--- src/rtl/sar_pkg.sv ---
package sar_pkg;

    // fixed field widths
    localparam int ANGLE_W = 16;
    localparam int SPEED_W = 16;
    localparam int OP_W    = 3;
    localparam int STEP_W  = 8;

    // operation codes
    typedef enum logic [OP_W-1:0] {
        OP_TICK   = 3'd0,
        OP_GO     = 3'd1,
        OP_STOP   = 3'd2,
        OP_SET    = 3'd3,
        OP_STATUS = 3'd4
    } t_sar_op;

    // controller states
    typedef enum logic [1:0] {
        ST_IDLE,
        ST_DIV,
        ST_COMMIT
    } t_sar_state;

    // controller to datapath
    typedef struct packed {
        logic load;
        logic div_step;
        logic commit;
    } t_sar_cmd;

    // datapath to controller
    typedef struct packed {
        logic in_is_go;
        logic div_last;
        logic out_free;
    } t_sar_stat;

endpackage

--- src/rtl/sar_ctrl.sv ---
module sar_ctrl (
    input  logic                i_clk,
    input  logic                i_rst_n,
    input  logic                i_in_valid,
    output logic                o_in_ready,
    input  sar_pkg::t_sar_stat  i_stat,
    output sar_pkg::t_sar_cmd   o_cmd
);
    import sar_pkg::*;

    t_sar_state r_state;
    t_sar_state n_state;

    // state register
    always_ff @(posedge i_clk) begin
        if (!i_rst_n) begin
            r_state <= ST_IDLE;
        end else begin
            r_state <= n_state;
        end
    end

    // next state
    always_comb begin
        n_state = r_state;
        unique case (r_state)
            ST_IDLE: begin
                if (i_in_valid) begin
                    n_state = i_stat.in_is_go ? ST_DIV : ST_COMMIT;
                end
            end
            ST_DIV: begin
                if (i_stat.div_last) begin
                    n_state = ST_COMMIT;
                end
            end
            ST_COMMIT: begin
                if (i_stat.out_free) begin
                    n_state = ST_IDLE;
                end
            end
            default: n_state = ST_IDLE;
        endcase
    end

    // commands
    always_comb begin
        o_in_ready     = 1'b0;
        o_cmd.load     = 1'b0;
        o_cmd.div_step = 1'b0;
        o_cmd.commit   = 1'b0;
        unique case (r_state)
            ST_IDLE: begin
                o_in_ready = 1'b1;
                o_cmd.load = i_in_valid;
            end
            ST_DIV: begin
                o_cmd.div_step = 1'b1;
            end
            ST_COMMIT: begin
                o_cmd.commit = i_stat.out_free;
            end
            default: begin
                o_in_ready = 1'b0;
            end
        endcase
    end

endmodule

--- src/rtl/sar_dp.sv ---
module sar_dp #(
    parameter int TICKS_PER_SECOND = 1000
) (
    input  logic                                i_clk,
    input  logic                                i_rst_n,
    input  sar_pkg::t_sar_cmd                   i_cmd,
    output sar_pkg::t_sar_stat                  o_stat,
    input  logic                                i_cfg_valid,
    input  logic [sar_pkg::STEP_W-1:0]          i_step_size,
    input  logic [sar_pkg::OP_W-1:0]            i_operation,
    input  logic signed [sar_pkg::ANGLE_W-1:0]  i_angle_value,
    input  logic [sar_pkg::SPEED_W-1:0]         i_speed,
    output logic                                o_out_valid,
    input  logic                                i_out_ready,
    output logic                                o_drive_valid,
    output logic signed [sar_pkg::ANGLE_W-1:0]  o_drive_angle,
    output logic                                o_reached_event,
    output logic signed [sar_pkg::ANGLE_W-1:0]  o_reached_angle,
    output logic                                o_busy_res,
    output logic                                o_reached_flag
);
    import sar_pkg::*;

    localparam int QW = $clog2(TICKS_PER_SECOND + 1);
    localparam int CW = $clog2(QW + 1);

    // request latched at acceptance
    logic [OP_W-1:0]           r_op;
    logic signed [ANGLE_W-1:0] r_ang;
    logic [SPEED_W-1:0]        r_div;

    // divider
    logic [SPEED_W-1:0] r_rem;
    logic [QW-1:0]      r_quo;
    logic [CW-1:0]      r_cnt;
    logic [SPEED_W:0]   trial;
    logic               q_bit;
    logic [QW:0]        quo_shift;

    // block state
    logic [STEP_W-1:0]         r_step;
    logic signed [ANGLE_W-1:0] r_cur;
    logic signed [ANGLE_W-1:0] r_tgt;
    logic [QW-1:0]             r_interval;
    logic [QW-1:0]             r_tick;
    logic                      r_running;
    logic                      r_sticky;

    logic signed [ANGLE_W-1:0] n_cur;
    logic signed [ANGLE_W-1:0] n_tgt;
    logic [QW-1:0]             n_interval;
    logic [QW-1:0]             n_tick;
    logic                      n_running;
    logic                      n_sticky;
    logic                      n_drove;
    logic                      n_reached;
    logic                      n_flag;

    // result register
    logic                      r_out_valid;
    logic                      r_drive_valid;
    logic signed [ANGLE_W-1:0] r_drive_angle;
    logic                      r_reached_event;
    logic signed [ANGLE_W-1:0] r_reached_angle;
    logic                      r_busy_res;
    logic                      r_reached_flag;

    // status to controller
    assign o_stat.in_is_go = (t_sar_op'(i_operation) == OP_GO);
    assign o_stat.div_last = (r_cnt == '0);
    assign o_stat.out_free = !r_out_valid || i_out_ready;

    // step register
    always_ff @(posedge i_clk) begin
        if (!i_rst_n) begin
            r_step <= STEP_W'(1);
        end else if (i_cfg_valid) begin
            r_step <= i_step_size;
        end
    end

    // one restoring division step, one quotient bit
    always_comb begin
        trial     = {r_rem, r_quo[QW-1]};
        q_bit     = (trial >= {1'b0, r_div});
        quo_shift = {r_quo, q_bit};
    end

    // request latch and divider
    always_ff @(posedge i_clk) begin
        if (i_cmd.load) begin
            r_op  <= i_operation;
            r_ang <= i_angle_value;
            r_div <= (i_speed == '0) ? SPEED_W'(1) : i_speed;
            r_rem <= '0;
            r_quo <= QW'(TICKS_PER_SECOND);
            r_cnt <= CW'(QW - 1);
        end else if (i_cmd.div_step) begin
            r_rem <= q_bit ? SPEED_W'(trial - {1'b0, r_div}) : trial[SPEED_W-1:0];
            r_quo <= quo_shift[QW-1:0];
            r_cnt <= r_cnt - CW'(1);
        end
    end

    // operation effect on the state
    always_comb begin
        logic [QW-1:0]           tick_inc;
        logic signed [ANGLE_W:0] delta;
        logic [ANGLE_W:0]        mag;
        logic signed [ANGLE_W:0] step_ext;

        n_cur      = r_cur;
        n_tgt      = r_tgt;
        n_interval = r_interval;
        n_tick     = r_tick;
        n_running  = r_running;
        n_sticky   = r_sticky;
        n_drove    = 1'b0;
        n_reached  = 1'b0;
        n_flag     = 1'b0;

        tick_inc = r_tick + QW'(1);
        delta    = (ANGLE_W+1)'(r_tgt) - (ANGLE_W+1)'(r_cur);
        mag      = delta[ANGLE_W] ? (ANGLE_W+1)'(-delta) : delta;
        step_ext = signed'({{(ANGLE_W+1-STEP_W){1'b0}}, r_step});

        unique case (t_sar_op'(r_op))
            OP_TICK: begin
                if (r_running) begin
                    if (tick_inc >= r_interval) begin
                        n_tick = '0;
                        if (delta == '0) begin
                            n_running = 1'b0;
                            n_sticky  = 1'b1;
                            n_reached = 1'b1;
                        end else begin
                            n_drove = 1'b1;
                            if (mag < (ANGLE_W+1)'(r_step)) begin
                                n_cur = r_tgt;
                            end else if (delta[ANGLE_W]) begin
                                n_cur = ANGLE_W'((ANGLE_W+1)'(r_cur) - step_ext);
                            end else begin
                                n_cur = ANGLE_W'((ANGLE_W+1)'(r_cur) + step_ext);
                            end
                        end
                    end else begin
                        n_tick = tick_inc;
                    end
                end
            end
            OP_GO: begin
                n_sticky   = 1'b0;
                n_tgt      = r_ang;
                n_interval = (r_quo == '0) ? QW'(1) : r_quo;
                n_tick     = '0;
                n_running  = 1'b1;
            end
            OP_STOP: begin
                n_running = 1'b0;
            end
            OP_SET: begin
                n_cur   = r_ang;
                n_drove = 1'b1;
            end
            OP_STATUS: begin
                n_flag   = r_sticky;
                n_sticky = 1'b0;
            end
            default: begin
                n_flag = 1'b0;
            end
        endcase
    end

    // state update on commit
    always_ff @(posedge i_clk) begin
        if (!i_rst_n) begin
            r_cur      <= '0;
            r_tgt      <= '0;
            r_interval <= QW'(TICKS_PER_SECOND);
            r_tick     <= '0;
            r_running  <= 1'b0;
            r_sticky   <= 1'b0;
        end else if (i_cmd.commit) begin
            r_cur      <= n_cur;
            r_tgt      <= n_tgt;
            r_interval <= n_interval;
            r_tick     <= n_tick;
            r_running  <= n_running;
            r_sticky   <= n_sticky;
        end
    end

    // result valid
    always_ff @(posedge i_clk) begin
        if (!i_rst_n) begin
            r_out_valid <= 1'b0;
        end else if (i_cmd.commit) begin
            r_out_valid <= 1'b1;
        end else if (i_out_ready) begin
            r_out_valid <= 1'b0;
        end
    end

    // result payload
    always_ff @(posedge i_clk) begin
        if (i_cmd.commit) begin
            r_drive_valid   <= n_drove;
            r_drive_angle   <= n_cur;
            r_reached_event <= n_reached;
            r_reached_angle <= n_reached ? r_tgt : '0;
            r_busy_res      <= n_running;
            r_reached_flag  <= n_flag;
        end
    end

    assign o_out_valid     = r_out_valid;
    assign o_drive_valid   = r_drive_valid;
    assign o_drive_angle   = r_drive_angle;
    assign o_reached_event = r_reached_event;
    assign o_reached_angle = r_reached_angle;
    assign o_busy_res      = r_busy_res;
    assign o_reached_flag  = r_reached_flag;

    // interval never collapses to zero
    a_interval_nonzero: assert property (@(posedge i_clk) disable iff (!i_rst_n)
        r_interval != '0)
        else $error("interval length is zero");

    // tick count stays below the interval while running
    a_tick_below: assert property (@(posedge i_clk) disable iff (!i_rst_n)
        r_running |-> (r_tick < r_interval))
        else $error("tick count reached interval without expiry");

    // an expiry either drives or reports reached, never both
    a_drive_xor_reached: assert property (@(posedge i_clk) disable iff (!i_rst_n)
        r_out_valid |-> !(r_drive_valid && r_reached_event))
        else $error("drive and reached event in one result");

    // a reached event stops the timer
    a_reached_stops: assert property (@(posedge i_clk) disable iff (!i_rst_n)
        (r_out_valid && r_reached_event) |-> !r_busy_res)
        else $error("timer still running after reached event");

endmodule

--- src/rtl/servo_angle_ramp_core.sv ---
// channel   valid / ready                payload
// ------    -------------------------    ----------------------------------------------
// in        i_in_valid / o_in_ready      i_operation, i_angle_value, i_speed
// out       o_out_valid / i_out_ready    o_drive_valid, o_drive_angle, o_reached_event,
//                                        o_reached_angle, o_busy_res, o_reached_flag
// cfg       i_cfg_valid / o_cfg_ready    i_step_size
//
// one request at a time: tick, stop, set angle and read status go straight from idle to commit;
// go to target first runs the divider for a W-bit quotient, W = bits of TICKS_PER_SECOND (10 at 1000),
// and the divider produces one quotient bit per cycle
// a finished result waits in the output register while the next request is taken
// a stalled output holds the commit of the following request until the slot frees
// reset is synchronous, active low; no clearing pass is needed
module servo_angle_ramp_core #(
    parameter int TICKS_PER_SECOND = 1000
) (
    input  logic                                i_clk,
    input  logic                                i_rst_n,
    input  logic                                i_cfg_valid,
    output logic                                o_cfg_ready,
    input  logic [sar_pkg::STEP_W-1:0]          i_step_size,
    input  logic                                i_in_valid,
    output logic                                o_in_ready,
    input  logic [sar_pkg::OP_W-1:0]            i_operation,
    input  logic signed [sar_pkg::ANGLE_W-1:0]  i_angle_value,
    input  logic [sar_pkg::SPEED_W-1:0]         i_speed,
    output logic                                o_out_valid,
    input  logic                                i_out_ready,
    output logic                                o_drive_valid,
    output logic signed [sar_pkg::ANGLE_W-1:0]  o_drive_angle,
    output logic                                o_reached_event,
    output logic signed [sar_pkg::ANGLE_W-1:0]  o_reached_angle,
    output logic                                o_busy_res,
    output logic                                o_reached_flag
);
    import sar_pkg::*;

    t_sar_cmd  cmd;
    t_sar_stat stat;

    // step size register always writable
    assign o_cfg_ready = 1'b1;

    // sequencer
    sar_ctrl u_ctrl (
        .i_clk      (i_clk),
        .i_rst_n    (i_rst_n),
        .i_in_valid (i_in_valid),
        .o_in_ready (o_in_ready),
        .i_stat     (stat),
        .o_cmd      (cmd)
    );

    // datapath
    sar_dp #(
        .TICKS_PER_SECOND (TICKS_PER_SECOND)
    ) u_dp (
        .i_clk           (i_clk),
        .i_rst_n         (i_rst_n),
        .i_cmd           (cmd),
        .o_stat          (stat),
        .i_cfg_valid     (i_cfg_valid),
        .i_step_size     (i_step_size),
        .i_operation     (i_operation),
        .i_angle_value   (i_angle_value),
        .i_speed         (i_speed),
        .o_out_valid     (o_out_valid),
        .i_out_ready     (i_out_ready),
        .o_drive_valid   (o_drive_valid),
        .o_drive_angle   (o_drive_angle),
        .o_reached_event (o_reached_event),
        .o_reached_angle (o_reached_angle),
        .o_busy_res      (o_busy_res),
        .o_reached_flag  (o_reached_flag)
    );

endmodule

--- config.mk ---
export PLATFORM = sky130hd
export DESIGN_NAME = servo_angle_ramp_core
export DESIGN_NICKNAME = d
export VERILOG_FILES = /design/src/rtl/sar_pkg.sv /design/src/rtl/sar_ctrl.sv /design/src/rtl/sar_dp.sv /design/src/rtl/servo_angle_ramp_core.sv
export SDC_FILE = /design/constraint.sdc
export NUM_CORES = 1
export LEC_CHECK = 0
export CAP_MARGIN = 20
export CELL_PAD_IN_SITES_DETAIL_PLACEMENT = 0
export CELL_PAD_IN_SITES_GLOBAL_PLACEMENT = 1
export CORE_MARGIN = 2
export CORE_UTILIZATION = 54
export DETAILED_ROUTE_END_ITERATION = 6
export DONT_BUFFER_PORTS = 1
export PLACE_DENSITY = 0.95
export SLEW_MARGIN = 20
export SYNTH_ARGS = -nofsm -noshare
export SYNTH_HDL_FRONTEND = slang
export SYNTH_SLANG_ARGS = --single-unit
--- constraint.sdc ---
create_clock -name i_clk -period 13.05 [get_ports i_clk]
set_input_delay 0.6525 -clock i_clk [delete_from_list [all_inputs] [get_ports i_clk]]
set_output_delay 0.6525 -clock i_clk [all_outputs]
set_load 0.02 [all_outputs]
* Word-level counts from Yosys, hierarchy flattened
Index checks and enable logic that the tools add are counted.
Word-level totals: flip-flop bits (word level) 166, bits of input ports 48, output and inout bits 39, word-level logic and storage cells 98
Cells by class: $add $sub $neg 7, $lt $le $gt $ge 3, eq/ne operators 13, muxes and demuxes 38, reductions and logical operators 16
Operators with widths (number):
- 16-bit 2-to-1 mux | 6
- 16-bit one-hot mux with 2 select lines | 1
- 10-bit 2-to-1 mux | 3
- 10-bit one-hot mux with 2 select lines | 1
- 1-bit 2-to-1 mux | 18
- 17-bit by 16-bit >= comparator with 1-bit output | 1
- 17-bit logical NOT | 1
- 17-bit by 8-bit less-than comparator with 1-bit output | 1
- 17-bit 2-to-1 mux | 1
- 17-bit negation | 1
- 16-bit by 16-bit subtractor with 17-bit output | 1
- 16-bit by 9-bit adder with 16-bit output | 1
- 16-bit logical NOT | 1
- 16-bit subtractor | 1
- 16-bit by 9-bit subtractor with 16-bit output | 1
- 10-bit by 1-bit adder with 10-bit output (second input constant) | 1
- 10-bit >= comparator | 1
- 10-bit logical NOT | 1
- 2-bit 2-to-1 mux | 4
- 2-bit by 1-bit inequality test with 1-bit output (second input constant) | 4
- 3-bit by 1-bit equality test with 1-bit output (second input constant) | 2
- 3-bit by 2-bit equality test with 1-bit output (second input constant) | 2
- 2-bit one-hot mux with 3 select lines | 1
- 3-bit AND reduction | 2
- 16 further kinds | 20

* Longest topological paths before layout
Gate-level depths: netlist (run 1).
depth after elaboration 9, gate-level depth with buffers 25, depth with buffers taken out 24

* Modules after synthesis
A second synthesis (run 1) with hierarchy kept.
Second synthesis, totals: cell total of the unflattened synthesis 1174, area, all modules 10592.7 µm²
Modules (own cells, without submodules):
- sar_dp | times used 1, cells each 1157, area an instance 10457.5 µm², sequential area each 3993.8 µm²
- sar_ctrl | times used 1, cells each 15, area an instance 123.9 µm², sequential area each 40.0 µm²
- servo_angle_ramp_core | times used 1, cells each 2, area an instance 11.3 µm², sequential area each 0.0 µm²

* Worst setup path before layout (run 1)
Ideal clock, no wire load.
kind register -> register, start reg u_dp.r_cur[10], end reg u_dp.r_drive_angle[15], in the netlist u_dp.o_drive_angle[15] (data pin), library setup time 0.260 ns, arrival 4.643 ns, required time 12.790 ns, slack 8.148 ns, cell stages (with the launch flop) 24, path buffers 3, clock period less this slack 4.902 ns, path through dfxtp_1 inv_1 ha_1 a21oi_1 o21ai_4 a311oi_1 o211ai_1 a21oi_1 clkbuf_1 clkbuf_1 o21ai_0 ha_1 a21o_1 a21oi_1 o21ai_0 nand3_1 a21boi_0 nor4_1 nand4_1 or4b_4 buf_6 nor2_1 o31a_1 nand3_1
On the way: longest elaborated chain between the ends 9, elaborated cells on any way between the ends 13, classes of those cells add/sub (4); order compare (1); mux (7); reduce/logical (1)
Ends and longest elaborated chain:
- start, declared | line sar_dp.sv:42 | logic signed [ANGLE_W-1:0] r_cur;
- start signal, assigned | line sar_dp.sv:185 | r_cur <= n_cur;
- 16-bit by 16-bit subtractor with 17-bit output | line sar_dp.sv:123 | delta = (ANGLE_W+1)'(r_tgt) - (ANGLE_W+1)'(r_cur);
- 17-bit negation | line sar_dp.sv:124 | mag = delta[ANGLE_W] ? (ANGLE_W+1)'(-delta) : delta;
- 17-bit 2-to-1 mux | line sar_dp.sv:124
- 17-bit by 8-bit less-than comparator with 1-bit output | line sar_dp.sv:138 | if (mag < (ANGLE_W+1)'(r_step)) begin
- 16-bit 2-to-1 mux | line sar_dp.sv:138
- 16-bit 2-to-1 mux * | line sar_dp.sv:132 | if (delta == '0) begin
- 16-bit 2-to-1 mux * | line sar_dp.sv:130 | if (tick_inc >= r_interval) begin
- 16-bit 2-to-1 mux * | line sar_dp.sv:129 | if (r_running) begin
- 16-bit one-hot mux with 2 select lines * | line sar_dp.sv:127 | unique case (t_sar_op'(r_op))
- net u_dp.n_cur[15] | line sar_dp.sv:49 | logic signed [ANGLE_W-1:0] n_cur;
- end signal, assigned | line sar_dp.sv:209 | r_drive_angle <= n_cur;
- end, declared | line sar_dp.sv:62 | logic signed [ANGLE_W-1:0] r_drive_angle;
Mark *: on every way through the listed nets, which the timed path passes. The rest lies on a longest branch. A chain may end at the register's enable or synchronous reset.

* Worst setup path in the final report (run 1)
start reg u_dp.r_cur[10], end reg u_dp.r_drive_angle[11], in the netlist u_dp.o_drive_angle[11] (data pin)
The elaborated chain is that of the path after synthesis.

==> results of run 1 <==
[flip-flops by register name, indices dropped and copies added (netlist names), 16 cells and up]
signal                flops
u_dp.o_drive_angle       16
u_dp.o_reached_angle     16
u_dp.r_ang               16
u_dp.r_cur               16
u_dp.r_div               16
u_dp.r_rem               16
u_dp.r_tgt               16
[metal layers]
metal / wire (µm) / GRT usage [%] / share of wire (%) / up-vias
li1: - / - / - / 4118
met1: 11600 / 34.8 / 44 / 3987
met2: 12300 / 42.3 / 47 / 274
met3: 1490 / 4.93 / 5.7 / 53
met4: 762 / 10.3 / 2.9 / 0
met5: 0 / 0 / 0 / -
[metrics by stage]
step	area, µm²	total power [mW]	std cells	hold WS (ns)	worst slack (ns)
final	11200	1.58	1402	0.303	7.58
after global routing	11200	1.66	1402	0.283	7.33
after CTS	11200	1.58	1402	0.291	7.71
after detailed placement	10600	1.06	1370	0.454	7.76
after global placement	10600	1.06	1370	0.448	7.94
after floorplan	10500	0.969	1166	0.431	8.15
[cells in the mapped netlist, types with 4 or more instances]
| cell type | instances |
|---|---|
| ha_1 | 69 |
| clkbuf_1 | 52 |
| nand2_1 | 118 |
| buf_4 | 4 |
| o2111ai_1 | 4 |
| or2_2 | 5 |
| edfxtp_1 | 71 |
| dfxtp_1 | 95 |
| o211ai_2 | 5 |
| o31ai_1 | 5 |
| xnor2_1 | 37 |
| nor3b_1 | 9 |
| a221oi_1 | 7 |
| nand4_1 | 11 |
| a21o_1 | 23 |
| a31oi_1 | 17 |
| o21ai_0 | 73 |
| o211ai_1 | 13 |
| nor2_1 | 55 |
| a211oi_1 | 5 |
| and2_1 | 23 |
| a22oi_1 | 10 |
| o21ai_1 | 12 |
| nand3b_1 | 4 |
| a41o_1 | 4 |
| nor4_1 | 13 |
| o21a_1 | 4 |
| xor2_1 | 21 |
| and3_1 | 10 |
| o21ba_1 | 5 |
| o31a_1 | 11 |
| o221ai_1 | 6 |
| a21boi_0 | 28 |
| nand3_1 | 28 |
| a21oi_1 | 70 |
| nor3_1 | 21 |
| nand2b_1 | 15 |
| buf_2 | 8 |
| nor2b_1 | 26 |
| mux2i_1 | 18 |
| inv_1 | 77 |
[report_power, final]
part | leakage, nW | switching [mW] | internal (mW)
clock | 0.302 | 0.244 | 0.274
combinational | 2.75 | 0.278 | 0.188
sequential | 1.46 | 0.0276 | 0.568
[critical path, stage by stage (launching register included)]
cell and delay, ns:
dfxtp_1 0.42, inv_1 0.08, ha_1 0.34, a21oi_1 0.26, o21ai_4 0.12, a311oi_1 0.49, o211ai_1 0.21, a21oi_1 0.16
buf_4 0.28, nand2_1 0.10, o21ai_0 0.11, ha_1 0.28, a21o_1 0.16, a21oi_1 0.12, o21ai_0 0.11, nand3_1 0.09
a21boi_0 0.08, nor4_1 0.21, nand4_1 0.18, nor4b_2 0.56, buf_4 0.27, nand2_2 0.17, mux2i_1 0.24, o21ai_0 0.13
[cell type report]
class                   count  area share (%)
flip-flops and latches    166            36.0
clock inverters            13            1.33
well taps                 265            2.96
repair buffers              7           0.468
clock buffers              19            4.14
multi-input cells         853            52.5
inverters                  79            2.64
[worst paths after layout]
path | cells after the start | start | end
max | 23 | u_dp.r_cur[10] | u_dp.o_drive_angle[11]
min | 0 | i_speed[12] | u_dp.r_div[12]
max reg2reg | 23 | u_dp.r_cur[10] | u_dp.o_drive_angle[11]
min reg2reg | 2 | u_dp.r_interval[4] | u_dp.r_interval[4]
[cell families after synthesis]
family	Yosys count	synth area share (%)
buf+inv	147	5.70
mux	20	2.04
compound gates	332	21.7
other cells	1	0.0357
flops	166	38.4
simple gates	370	18.5
xor+xnor	58	4.83
fa+ha+maj	72	8.79
==> results, run 1 <==
- The run finished with clean final reports.
- After the last flow step, the layout net total stands at 1,244.
- The top cell types in the final layout, fill and taps aside, are nand2_1 (118), dfxtp_1 (95), inv_1 (77).
- In this run the post-CTS setup repair buffer count came out at 0.
- For this run, the share of the core covered by cells in the final layout is between 50% and 60%.
- In this run, synthesis inferred between 70 and 80 flip-flops with an integrated enable.
- The count of vias placed by the detailed router is ~8,400.
- The die width is 143 µm.
- The number of inserted diodes is 0.
- The cell type with the highest aggregate area in the netlist is edfxtp_1.
- Setup slack on the worst reg-to-reg path comes out at 7.58 ns.
- The post-cts resize count is 0.
- The wire length of the first global-routing pass is 42,100 µm.
- The sequential cell area is 4030 µm².
- The area added between synthesis and finish is 6.78%.
- The share of final-layout standard cells stronger than drive strength 1 is ~8.0%.
- Data on the critical path is required at its endpoint by 13.19 ns.
- The CTS H-tree depth is 4.
- The instance count of the mapped netlist is around 1,200.
- The async set or reset register ratio after synthesis is 0%.
- In this run the count of I/O pins placed on the die edge is a little under 90.
- The initial antenna violation count is 0.
- Of the available clock period, the critical path in the final layout requires between 40% and 50%.
- The filler cells instantiated in the layout total 1,694.
- The root buffer selected by CTS is clkbuf_16.
- The later pin in the worst-skew pair is clocked with a latency of between 0.4 and 0.5 ns.
- The count of warnings emitted by yosys is 0.
- For this configuration, the core starts out at a cell density of 54.5%.
- The count of routing violations after the opening detailed-route iteration is approximately 520.
- The final layout contains routed wiring with a total length of ~26,000 µm.
- The worst pin sits at a relative slew slack of around 36%.
- The average wire per cell in the routed design is about 19 µm.
- The count of cell types in the netlist is just over 90.
- The leakage power of the design is 4.51 nW.
- The worst setup path is launched from a flip-flop.
- The worst setup path is captured at a flip-flop.
- The full die area is 20,600 µm².
- The maximum fanout along the worst path is 23.
- Input and output buffers added on the ports amount to 0.
- Leaving out fill and tap cells, the most frequent cell in the layout is nand2_1.
- Buffers inserted to repair hold after CTS numbered 0.
- The area fraction of the dominant cell type after synthesis is 20.3%.
- The top achievable clock speed is 0.183 GHz.
- The post-detailed-route via-to-cell ratio is around 6.
- Max-cap violations in this run came to 0.
- Global routing used between 20% and 30% of the available tracks across all layers.
- For this run, design rule violations remaining after detail routing come to 0.
- Entering global routing, the biggest net connects 66 pins.
- The synthesized area divided by synthesized cell count is between 9 and 10 µm².
- The cell area after synthesis is about 11,000 µm².
- The sum of net half-perimeters after detailed placement is 18,800 µm.
- After global routing the overflow that remains totals 0.
- The via count of the first global-routing pass is roughly 8,100.
- The final number of max-transition violations is 0.
- Setup violations remaining at the end of the flow were counted as 0.
- The total area inside the core boundary comes to between 15,000 and 20,000 µm².
- The setup clock skew after layout is 0.0103 ns.
- The congestion estimate from routability-driven global placement came to approximately 0.95.
- Across the VDD grid, the largest voltage drop is 99.0 µV.
- Setup repair after global routing left no endpoint under its margin.
- By area the synthesized netlist is led by edfxtp_1 (20%), dfxtp_1 (18%), ha_1 (8.2%).
- Setup total negative slack on the finished layout was measured at 0 ns.
- The type of the worst setup path is flip-flop to flip-flop.
- The data arrival time of the critical path is between 5 and 6 ns.
- The share of the Yosys chip area taken by registers is between 30% and 40%.
- The flip-flop and latch count after synthesis is about 170.
- The number of placement rows is 51.
- The final period demand of the worst path is around 5.5 ns.
- The pre-antenna-repair detailed-routing pass consisted of 7 iterations.
- The final number of hold-violating endpoints was 0.
- The actual slew at the worst max-slew pin is between 0.9 and 1 ns.
- The class of the tightest hold or removal check is input pin to flip-flop.
- The most used flip-flop cell after synthesis is dfxtp_1.
- From bottom edge to top edge, the die measures ~140 µm.
- The post-synthesis net count is about 1,300.
- The power density normalized to cell area is about 140 nW/µm².
- Summing all multi-input logic gate instances after layout gives between 5000 and 6000 µm².
- The number of CTS-inserted buffers is 17.
- The clock tree from TritonCTS is done.
- The clock tree buffer depth is 2.
- The final antenna-violating net count is 0.
- The CTS clock-pin slew for the worst setup and hold paths is around 0.080 ns.
- Counting every sink on the clock net gives ~170.
(Power assumes the default switching activity.)
==> run 2, diff against run 1 <==
Settings changed: ABC_AREA set to 1, CORE_UTILIZATION 54 to 47, PLACE_DENSITY 0.95 to 0.89.
Clock period 13.05 ns to 5.6 ns, I/O delays scaled along.
==> run 2 against run 1 <==
  * Sequential power up 140%
  * Critical path depth up 12
  * Sequential share of layout area down 1.6 points
  * First-iteration DRC count up 18%
==> results, run 2 <==
- The initial core utilization is 47.5% (was 54.5%).
- The number of clock sinks seen by CTS is 166 (unchanged).
- The number of CTS-inserted buffers is 17 (unchanged).
- Result of the run: complete, no violations (unchanged).
- The sum of routed wire length over all layers is 27,300 µm (was 26,100 µm).
- The via count of the first global-routing pass came to 8,864 (was 8,059).
- The cell type with the highest aggregate area in the netlist is edfxtp_1 (unchanged).
- The die width came to 154 µm (was 143 µm).
- The count of vias placed by the detailed router is 9,460 (was 8,432).
- The depth of the worst register-to-register path came to 35 (was 23).
- The post-layout utilization of the core was 52.4% (was 58.2%).
- The kind of launch point of the worst setup path is a flip-flop (unchanged).
- The number of inserted diodes is 0 (unchanged).
- The count of routing violations after the opening detailed-route iteration came to 610 (was 518).
- The slowest stage cell on the critical path is fa_1 (was nor4b_2).
- The flip-flop and latch count after synthesis is 166 (unchanged).
- The startpoint of the most critical hold path is i_rst_n (was i_speed[12]).
- The final antenna-violating net count is 0 (unchanged).
- The start of the worst register-to-register path is u_dp.r_tgt[0] (was u_dp.r_cur[10]).
- The type of the worst setup path is flip-flop to flip-flop (unchanged).
- The count of cell types in the netlist was 53 (was 93).
- The initial antenna violation count was 0 (unchanged).
- Top cells by area, synth: edfxtp_1 (20%), dfxtp_1 (18%), nand2_1 (12%) (was edfxtp_1 (20%), dfxtp_1 (18%), ha_1 (8.2%)).
- The setup TNS after final layout is 0 ns (unchanged).
- The critical path capture point type is a flip-flop (unchanged).
- The post-detailed-route via-to-cell ratio is 5.36 (was 6.01).
- The largest net degree at the start of global routing is 55 (was 66).
- The post-synthesis net count is 1,578 (was 1,286).
- The maximum fanout along the worst path was 16 (was 23).
- The setup slack at placement is 0.596 ns (was 7.76 ns).
- The final hold slack is 0.00213 ns (was 0.303 ns).
- Setup repair after global routing missed its margin: no (unchanged).
- The leakage power of the design was 5.52 nW (was 4.51 nW).
- The actual slew at the worst max-slew pin is 1.09 ns (was 0.961 ns).
- The total of buffers placed on input and output ports was 0 (unchanged).
- The number of placement rows is 55 (was 51).
- The sequential element share of the synthesized area is 37.9% (was 38.4%).
- The setup clock skew after layout was 0.0113 ns (was 0.0103 ns).
- The final instance area came to 11,800 µm² (was 11,200 µm²).
- The async set or reset register ratio after synthesis is 0% (unchanged).
- The total iterations of the first detailed-routing run is 7 (unchanged).
- The number of placed I/O pins is 87 (unchanged).
- The number of instances on the worst hold path is 2 (was 0).
- The peak supply drop was 230 µV (was 99.0 µV).
- The height of the die was 154 µm (was 143 µm).
- The clock insertion delay at the later pin of the skew report was 0.44 ns (about the same).
- The sum of net half-perimeters after detailed placement came to 20,300 µm (was 18,800 µm).
- The worst slew margin relative to its limit is 27.2% (was 35.9%).
- By instance count, the cell type seen most on the critical path is nand2_1.
- The top achievable clock speed came to 0.199 GHz (was 0.183 GHz).
- The most used flip-flop cell after synthesis was dfxtp_1 (unchanged).
- The clock tree from TritonCTS was done (unchanged).
- The final number of max-transition violations is 0 (unchanged).
- The final period demand of the worst path came to 5.03 ns (was 5.47 ns).
- The aggregate global-route resource usage is 23.1% (was 26.2%).
- The power density normalized to cell area is 352 nW/µm² (was 141 nW/µm²).
- The worst-case setup margin in the final layout is 0.568 ns (was 7.58 ns).
- The buffering stage count on the worst path with inverters included is 4 (was 3).
- The family with the most delay on the worst path is simple AND/OR/NAND/NOR gates (was compound AO/OA/AOI/OAI gates).
- The standard cell area after detailed placement came to 10,800 µm² (was 10,600 µm²).
- The overflow left after global routing is 0 (unchanged).
- The data arrival time of the critical path is 5.22 ns (was 5.61 ns).
- The instance count of the mapped netlist came to 1,458 (was 1,166).
- The endpoint of the lowest-slack register-to-register path is u_dp.o_drive_angle[15] (was u_dp.o_drive_angle[11]).
- The remaining routing DRC violations was 0 (unchanged).
- The peak per-stage delay on the critical path is 0.40 ns (was 0.56 ns).
- The routability congestion estimate from global placement is 0.904 (was 0.946).
- The final-layout fill cell count is 2,177 (was 1,694).
- The final number of hold-violating endpoints is 0 (unchanged).
- The full die area is 23,900 µm² (was 20,600 µm²).
- The count of warnings emitted by yosys came to 0 (unchanged).
- Most frequent cells in the layout: nand2_1 (344), inv_1 (224), a21oi_1 (135) (was nand2_1 (118), dfxtp_1 (95), inv_1 (77)).
- The number of buffers inserted by post-CTS setup repair came to 0 (unchanged).
- The CTS clock-pin slew for the worst setup and hold paths is 0.07 ns (was 0.08 ns).
- The class of the tightest hold or removal check is input pin to flip-flop (unchanged).
- The final setup violation count is 0 (unchanged).
- The clock tree buffer depth came to 2 (unchanged).
- The CTS H-tree depth is 4 (unchanged).
- The number of nets at the end of the flow is 1,588 (was 1,244).
- The area fraction of the dominant cell type after synthesis is 20.0% (was 20.3%).
- The count of flip-flops with a built-in enable after synthesis is 71 (unchanged).
- The slack of the worst reg-to-reg path is 0.57 ns (was 7.58 ns).
- The root buffer selected by CTS is clkbuf_16 (unchanged).
- The placeable core region came to 22,400 µm² (was 19,300 µm²).
- The period utilization was 89.9% (was 41.9%).
- The average wire per cell in the routed design came to 15.4 µm (was 18.6 µm).
- The capture endpoint of the worst hold path is u_dp.r_step[1] (was u_dp.r_div[12]).
- The share of final-layout standard cells stronger than drive strength 1 is 6.21% (was 8.00%).
- The wire length of the first global-routing pass is 44,200 µm (was 42,100 µm).
- The synthesized area divided by synthesized cell count is 7.30 µm² (was 9.01 µm²).
- The number of max-capacitance violations reported is 0 (unchanged).
- Ranking of synthesized cells by instance count: nand2_1 (344), inv_1 (226), a21oi_1 (135) (was nand2_1 (118), dfxtp_1 (95), inv_1 (77)).
- The cell area after synthesis is 10,600 µm² (was 10,500 µm²).
- The commonest non-fill, non-tap cell in the layout is nand2_1 (unchanged).
- The most frequent cell after synthesis is nand2_1 (unchanged).
- The data required time of the critical path is 5.79 ns (was 13.19 ns).
- The area added between synthesis and finish is 10.4% (was 6.78%).
==> run 2: cell count changes after synthesis, moves of 17 or more <==
cell	delta
inv_1	+149
a21oi_1	+65
a21o_1	-22
nand2_1	+226
nor2b_1	-26
mux2i_1	-18
nor2_1	+23
o22ai_1	+17
xnor2_1	-25
nand3_1	+73
and2_1	-22
a21boi_0	-26
==> run 2: per-stage QoR <==
| step | power (mW) | instances |
|---|---|---|
| 4_1_cts | 4.15 | 1766 |
| 6_report | 4.13 | 1766 |
| 2_1_floorplan | 2.67 | 1458 |
| 3_3_place_gp | 2.98 | 1696 |
| 3_5_place_dp | 3.00 | 1696 |
| 5_1_grt | 4.43 | 1766 |
==> run 2: where the power goes <==
part	internal, mW	leakage, nW	switching (mW)	total [mW]
Clock	0.614	0.267	0.511	1.12
Sequential	1.35	1.46	0.0714	1.42
Combinational	0.555	3.80	1.03	1.59
Total	2.52	5.52	1.61	4.13
==> run 2: area by class of cell <==
| type | instances | area (µm²) | share of cell area (%) |
|---|---|---|---|
| clock buffers | 17 | 425 | 3.62 |
| flip-flops and latches | 166 | 4030 | 34.3 |
| well taps | 285 | 357 | 3.03 |
| multi-input cells | 997 | 5470 | 46.5 |
| clock inverters | 15 | 128 | 1.09 |
| repair buffers | 45 | 433 | 3.68 |
| inverters | 241 | 905 | 7.70 |
==> run 2: what timing repair did <==
item                                    CTS  global route
endpoints found under the hold margin    61             0
hold buffers                             38             0
resized for setup                         0             1
endpoints found under the setup margin    0             2
==> run 2: cells by family (layout without fill, tap and decap cells) <==
family	after synthesis	after routing	synth area share, %
simple gates	600	600	24.5
compound gates	283	283	14.7
flops	166	166	37.9
other cells	1	1	0.0352
fa+ha+maj	72	72	8.67
xor+xnor	41	41	3.44
buf+inv	295	318	10.8
==> run 2: per-layer routing <==
metal	global-route usage (%)	routed length, µm	up-vias
li1	-	-	4809
met1	29.9	12200	4354
met2	40.6	13300	257
met3	2.77	1220	40
met4	7.05	547	0
met5	0	0	-
==> run 2: how the worst max path moves through the flow <==
stage / endpoint / from / cells after the start / slack [ns]
floorplan: u_dp.o_drive_angle[13] / u_dp.r_tgt[0] / 31 / 0.97
global placement: u_dp.o_drive_angle[13] / u_dp.r_tgt[0] / 28 / 0.71
detailed placement: u_dp.o_drive_angle[13] / u_dp.r_tgt[0] / 28 / 0.60
CTS: u_dp.o_drive_angle[13] / u_dp.r_tgt[0] / 28 / 0.57
global route: u_dp.r_cur[12] / u_dp.r_tgt[0] / 37 / 0.04
finish: u_dp.o_drive_angle[15] / u_dp.r_tgt[0] / 35 / 0.57
==> run 2: worst register-to-register path, delay by kind of cell (launching register included) <==
family / cells / cell delay [ns]
AOI/OAI and AO/OA: 1 / 0.17
xor gates and xnor gates: 1 / 0.14
adders and majority gates: 3 / 0.94
buffers and inverters: 4 / 0.56
DFF: 1 / 0.33
and+or+nand+nor: 26 / 2.64
==> run 3, diff against run 2 <==
Settings changed: CELL_PAD_IN_SITES_DETAIL_PLACEMENT 0 to 1.
==> run 3 against run 2 <==
  * Fmax down 1.7%
  * Die area unchanged
  * Sequential share of layout area down 0.42 points
  * Cell count up 0.17%
  * Global-route usage up 5.9 points
  * Worst hold slack better by 0.0021 ns
  * Register-to-register slack worse by 0.09 ns
  * Largest cell class unchanged
  * Total power up 8.7%
  * Critical path type unchanged
==> results, run 3 (synthesis results as in run 2) <==
- The clock tree buffer depth came to 2 (unchanged).
- The proportion of total power due to net switching is 39.6% (was 39.0%).
- The actual slew at the worst max-slew pin is 1.04 ns (was 1.09 ns).
- The data arrival time of the critical path was 5.46 ns (was 5.22 ns).
- The combinational group share of total power came to 38.5% (was 38.4%).
- Result of the run: complete, no violations (unchanged).
- The die width came to 154 µm (unchanged).
- The type of the worst setup path was flip-flop to flip-flop (unchanged).
- The peak supply drop is 210 µV (was 230 µV).
- The largest net degree at the start of global routing is 55 (unchanged).
- The share of power burned in the clock network is 29.7% (was 27.2%).
- The post-detailed-route via-to-cell ratio is 5.78 (was 5.36).
- The number of nets at the end of the flow was 1,590 (was 1,588).
- The average wire per cell in the routed design is 19.8 µm (was 15.4 µm).
- The area used by multi-input combinational logic is 5510 µm² (was 5470 µm²).
- The area added between synthesis and finish is 11.7% (was 10.4%).
- The sum of routed wire length over all layers is 35,000 µm (was 27,300 µm).
- The final number of max-transition violations is 0 (unchanged).
- The number of placement rows is 55 (unchanged).
- The class of the tightest hold or removal check is input pin to flip-flop (unchanged).
- The final antenna-violating net count was 0 (unchanged).
- The share of final-layout standard cells stronger than drive strength 1 is 6.47% (was 6.21%).
- The number of max-capacitance violations reported is 0 (unchanged).
- The full die area is 23,900 µm² (unchanged).
- The overflow left after global routing is 0 (unchanged).
- The final setup violation count is 0 (unchanged).
- The number of CTS-inserted buffers is 17 (unchanged).
- The internal power came to 2.71 mW (was 2.52 mW).
- Most frequent cells in the layout: nand2_1 (344), inv_1 (224), a21oi_1 (134) (was nand2_1 (344), inv_1 (224), a21oi_1 (135)).
- The critical path capture point type is a flip-flop (unchanged).
- The slowest stage cell on the critical path is fa_1 (unchanged).
- The remaining routing DRC violations is 0 (unchanged).
- The net switching component of the power is 1.78 mW (was 1.61 mW).
- The maximum fanout along the worst path is 16 (unchanged).
- The root buffer selected by CTS is clkbuf_16 (unchanged).
- The sequential cell area was 4030 µm² (unchanged).
- The initial antenna violation count is 0 (unchanged).
- The kind of launch point of the worst setup path is a flip-flop (unchanged).
- The worst slew margin relative to its limit came to 30.4% (was 27.2%).
- The total power is 4.49 mW (was 4.13 mW).
- The total iterations of the first detailed-routing run is 5 (was 7).
- The via count of the first global-routing pass is 10,800 (was 8,864).
- The initial core utilization is 47.5% (unchanged).
- The commonest non-fill, non-tap cell in the layout is nand2_1 (unchanged).
- The count of routing violations after the opening detailed-route iteration was 581 (was 610).
- The part of the power in registers is 31.7% (was 34.4%).
- The routability congestion estimate from global placement is 0.904 (unchanged).
- The CTS H-tree depth is 4 (unchanged).
- The data required time of the critical path is 5.94 ns (was 5.79 ns).
- The count of vias placed by the detailed router is 10,200 (was 9,460).
- The height of the die was 154 µm (unchanged).
- The clock tree from TritonCTS is done (unchanged).
- The placeable core region is 22,400 µm² (unchanged).
- The CTS clock-pin slew for the worst setup and hold paths is 0.08 ns (was 0.07 ns).
- The aggregate global-route resource usage is 29.1% (was 23.1%).
- The total of buffers placed on input and output ports is 0 (unchanged).
- The final hold slack is 0.00420 ns (was 0.00213 ns).
- The clock insertion delay at the later pin of the skew report is 0.45 ns (was 0.44 ns).
- The top achievable clock speed is 0.195 GHz (was 0.199 GHz).
- The period utilization is 91.4% (was 89.9%).
- The leakage power of the design came to 5.58 nW (was 5.52 nW).
- The final period demand of the worst path came to 5.12 ns (was 5.03 ns).
- The final number of hold-violating endpoints is 0 (unchanged).
- The final-layout fill cell count is 2,828 (was 2,177).
- The number of placed I/O pins is 87 (unchanged).
- The peak per-stage delay on the critical path is 0.39 ns (was 0.40 ns).
- The sum of net half-perimeters after detailed placement came to 23,500 µm (was 20,300 µm).
- The number of clock sinks seen by CTS is 166 (unchanged).
- The wire length of the first global-routing pass is 55,300 µm (was 44,200 µm).
- The setup clock skew after layout is 0.0148 ns (was 0.0113 ns).
- The most frequent cell on the critical path is nand2_1 (unchanged).
- The power density normalized to cell area is 378 nW/µm² (was 352 nW/µm²).
## run 3: cell count changes in the layout (fill, tap and decap cells not counted), moves of 2 or more
cell	delta
bufinv_16	+4
inv_6	-3
clkinv_1	-2
clkinvlp_4	-2
## run 3: layout make-up
class,instances,area share [%]
Antenna cell,1,0.0210
Clock buffer,18,3.61
Clock inverter,14,1.85
Inverter,241,7.61
Multi-Input combinational cell,999,46.3
Sequential cell,166,33.9
Tap cell,285,3.00
Timing Repair Buffer,45,3.67
## run 3: what timing repair did
item | 4_1_cts | 5_1_grt
gates resized for setup | 0 | 6
setup buffers | 0 | 0
setup endpoints to repair | 0 | 32
hold buffers | 38 | 0
hold endpoints to repair | 58 | 0
## run 3: through the flow
step	instance area, µm²	setup WS (ns)	setup TNS [ns]	instances	util [%]
2_1_floorplan	10600	0.971	0	1458	-
3_3_place_gp	10800	0.708	0	1696	48.2
3_5_place_dp	10800	0.507	0	1696	48.2
4_1_cts	11800	0.362	0	1766	52.8
5_1_grt	11900	-0.0132	-0.0174	1768	53.0
6_report	11900	0.481	0	1769	53.0
## run 3: routing by layer
metal  global-route usage (%)  part of all wire (%)  vias to the layer above
li1                         -                     -                     4809
met1                     33.3                    40                     5058
met2                     53.7                    52                      271
met3                     4.29                   4.0                       92
met4                     12.7                   3.8                        0
met5                        0                     0                        -
## run 3: power by group through the flow
stage / clock network, mW / registers, mW / logic (mW)
2_1_floorplan: 0 / 1.43 / 1.24
3_3_place_gp: 0 / 1.45 / 1.53
3_5_place_dp: 0 / 1.45 / 1.60
4_1_cts: 1.34 / 1.43 / 1.66
5_1_grt: 1.38 / 1.43 / 1.93
6_report: 1.34 / 1.43 / 1.73
## run 3: critical path: cells and delay by family, from the launching register on
kind | cells | cell delay, ns
simple gates | 26 | 2.73
fa+ha+maj | 3 | 0.93
buf+inv | 5 | 0.48
compound gates | 2 | 0.39
flops | 1 | 0.35
xor+xnor | 1 | 0.15
## run 3: worst paths after layout
kind,depth (start not counted),to,slack (ns),start
max,37,u_dp.r_cur[8],0.48,u_dp.r_tgt[0]
min,2,u_dp.r_step[4],0.004,i_rst_n
max reg2reg,37,u_dp.r_cur[8],0.48,u_dp.r_tgt[0]
min reg2reg,2,u_dp.r_quo[7],0.48,u_dp.r_quo[7]
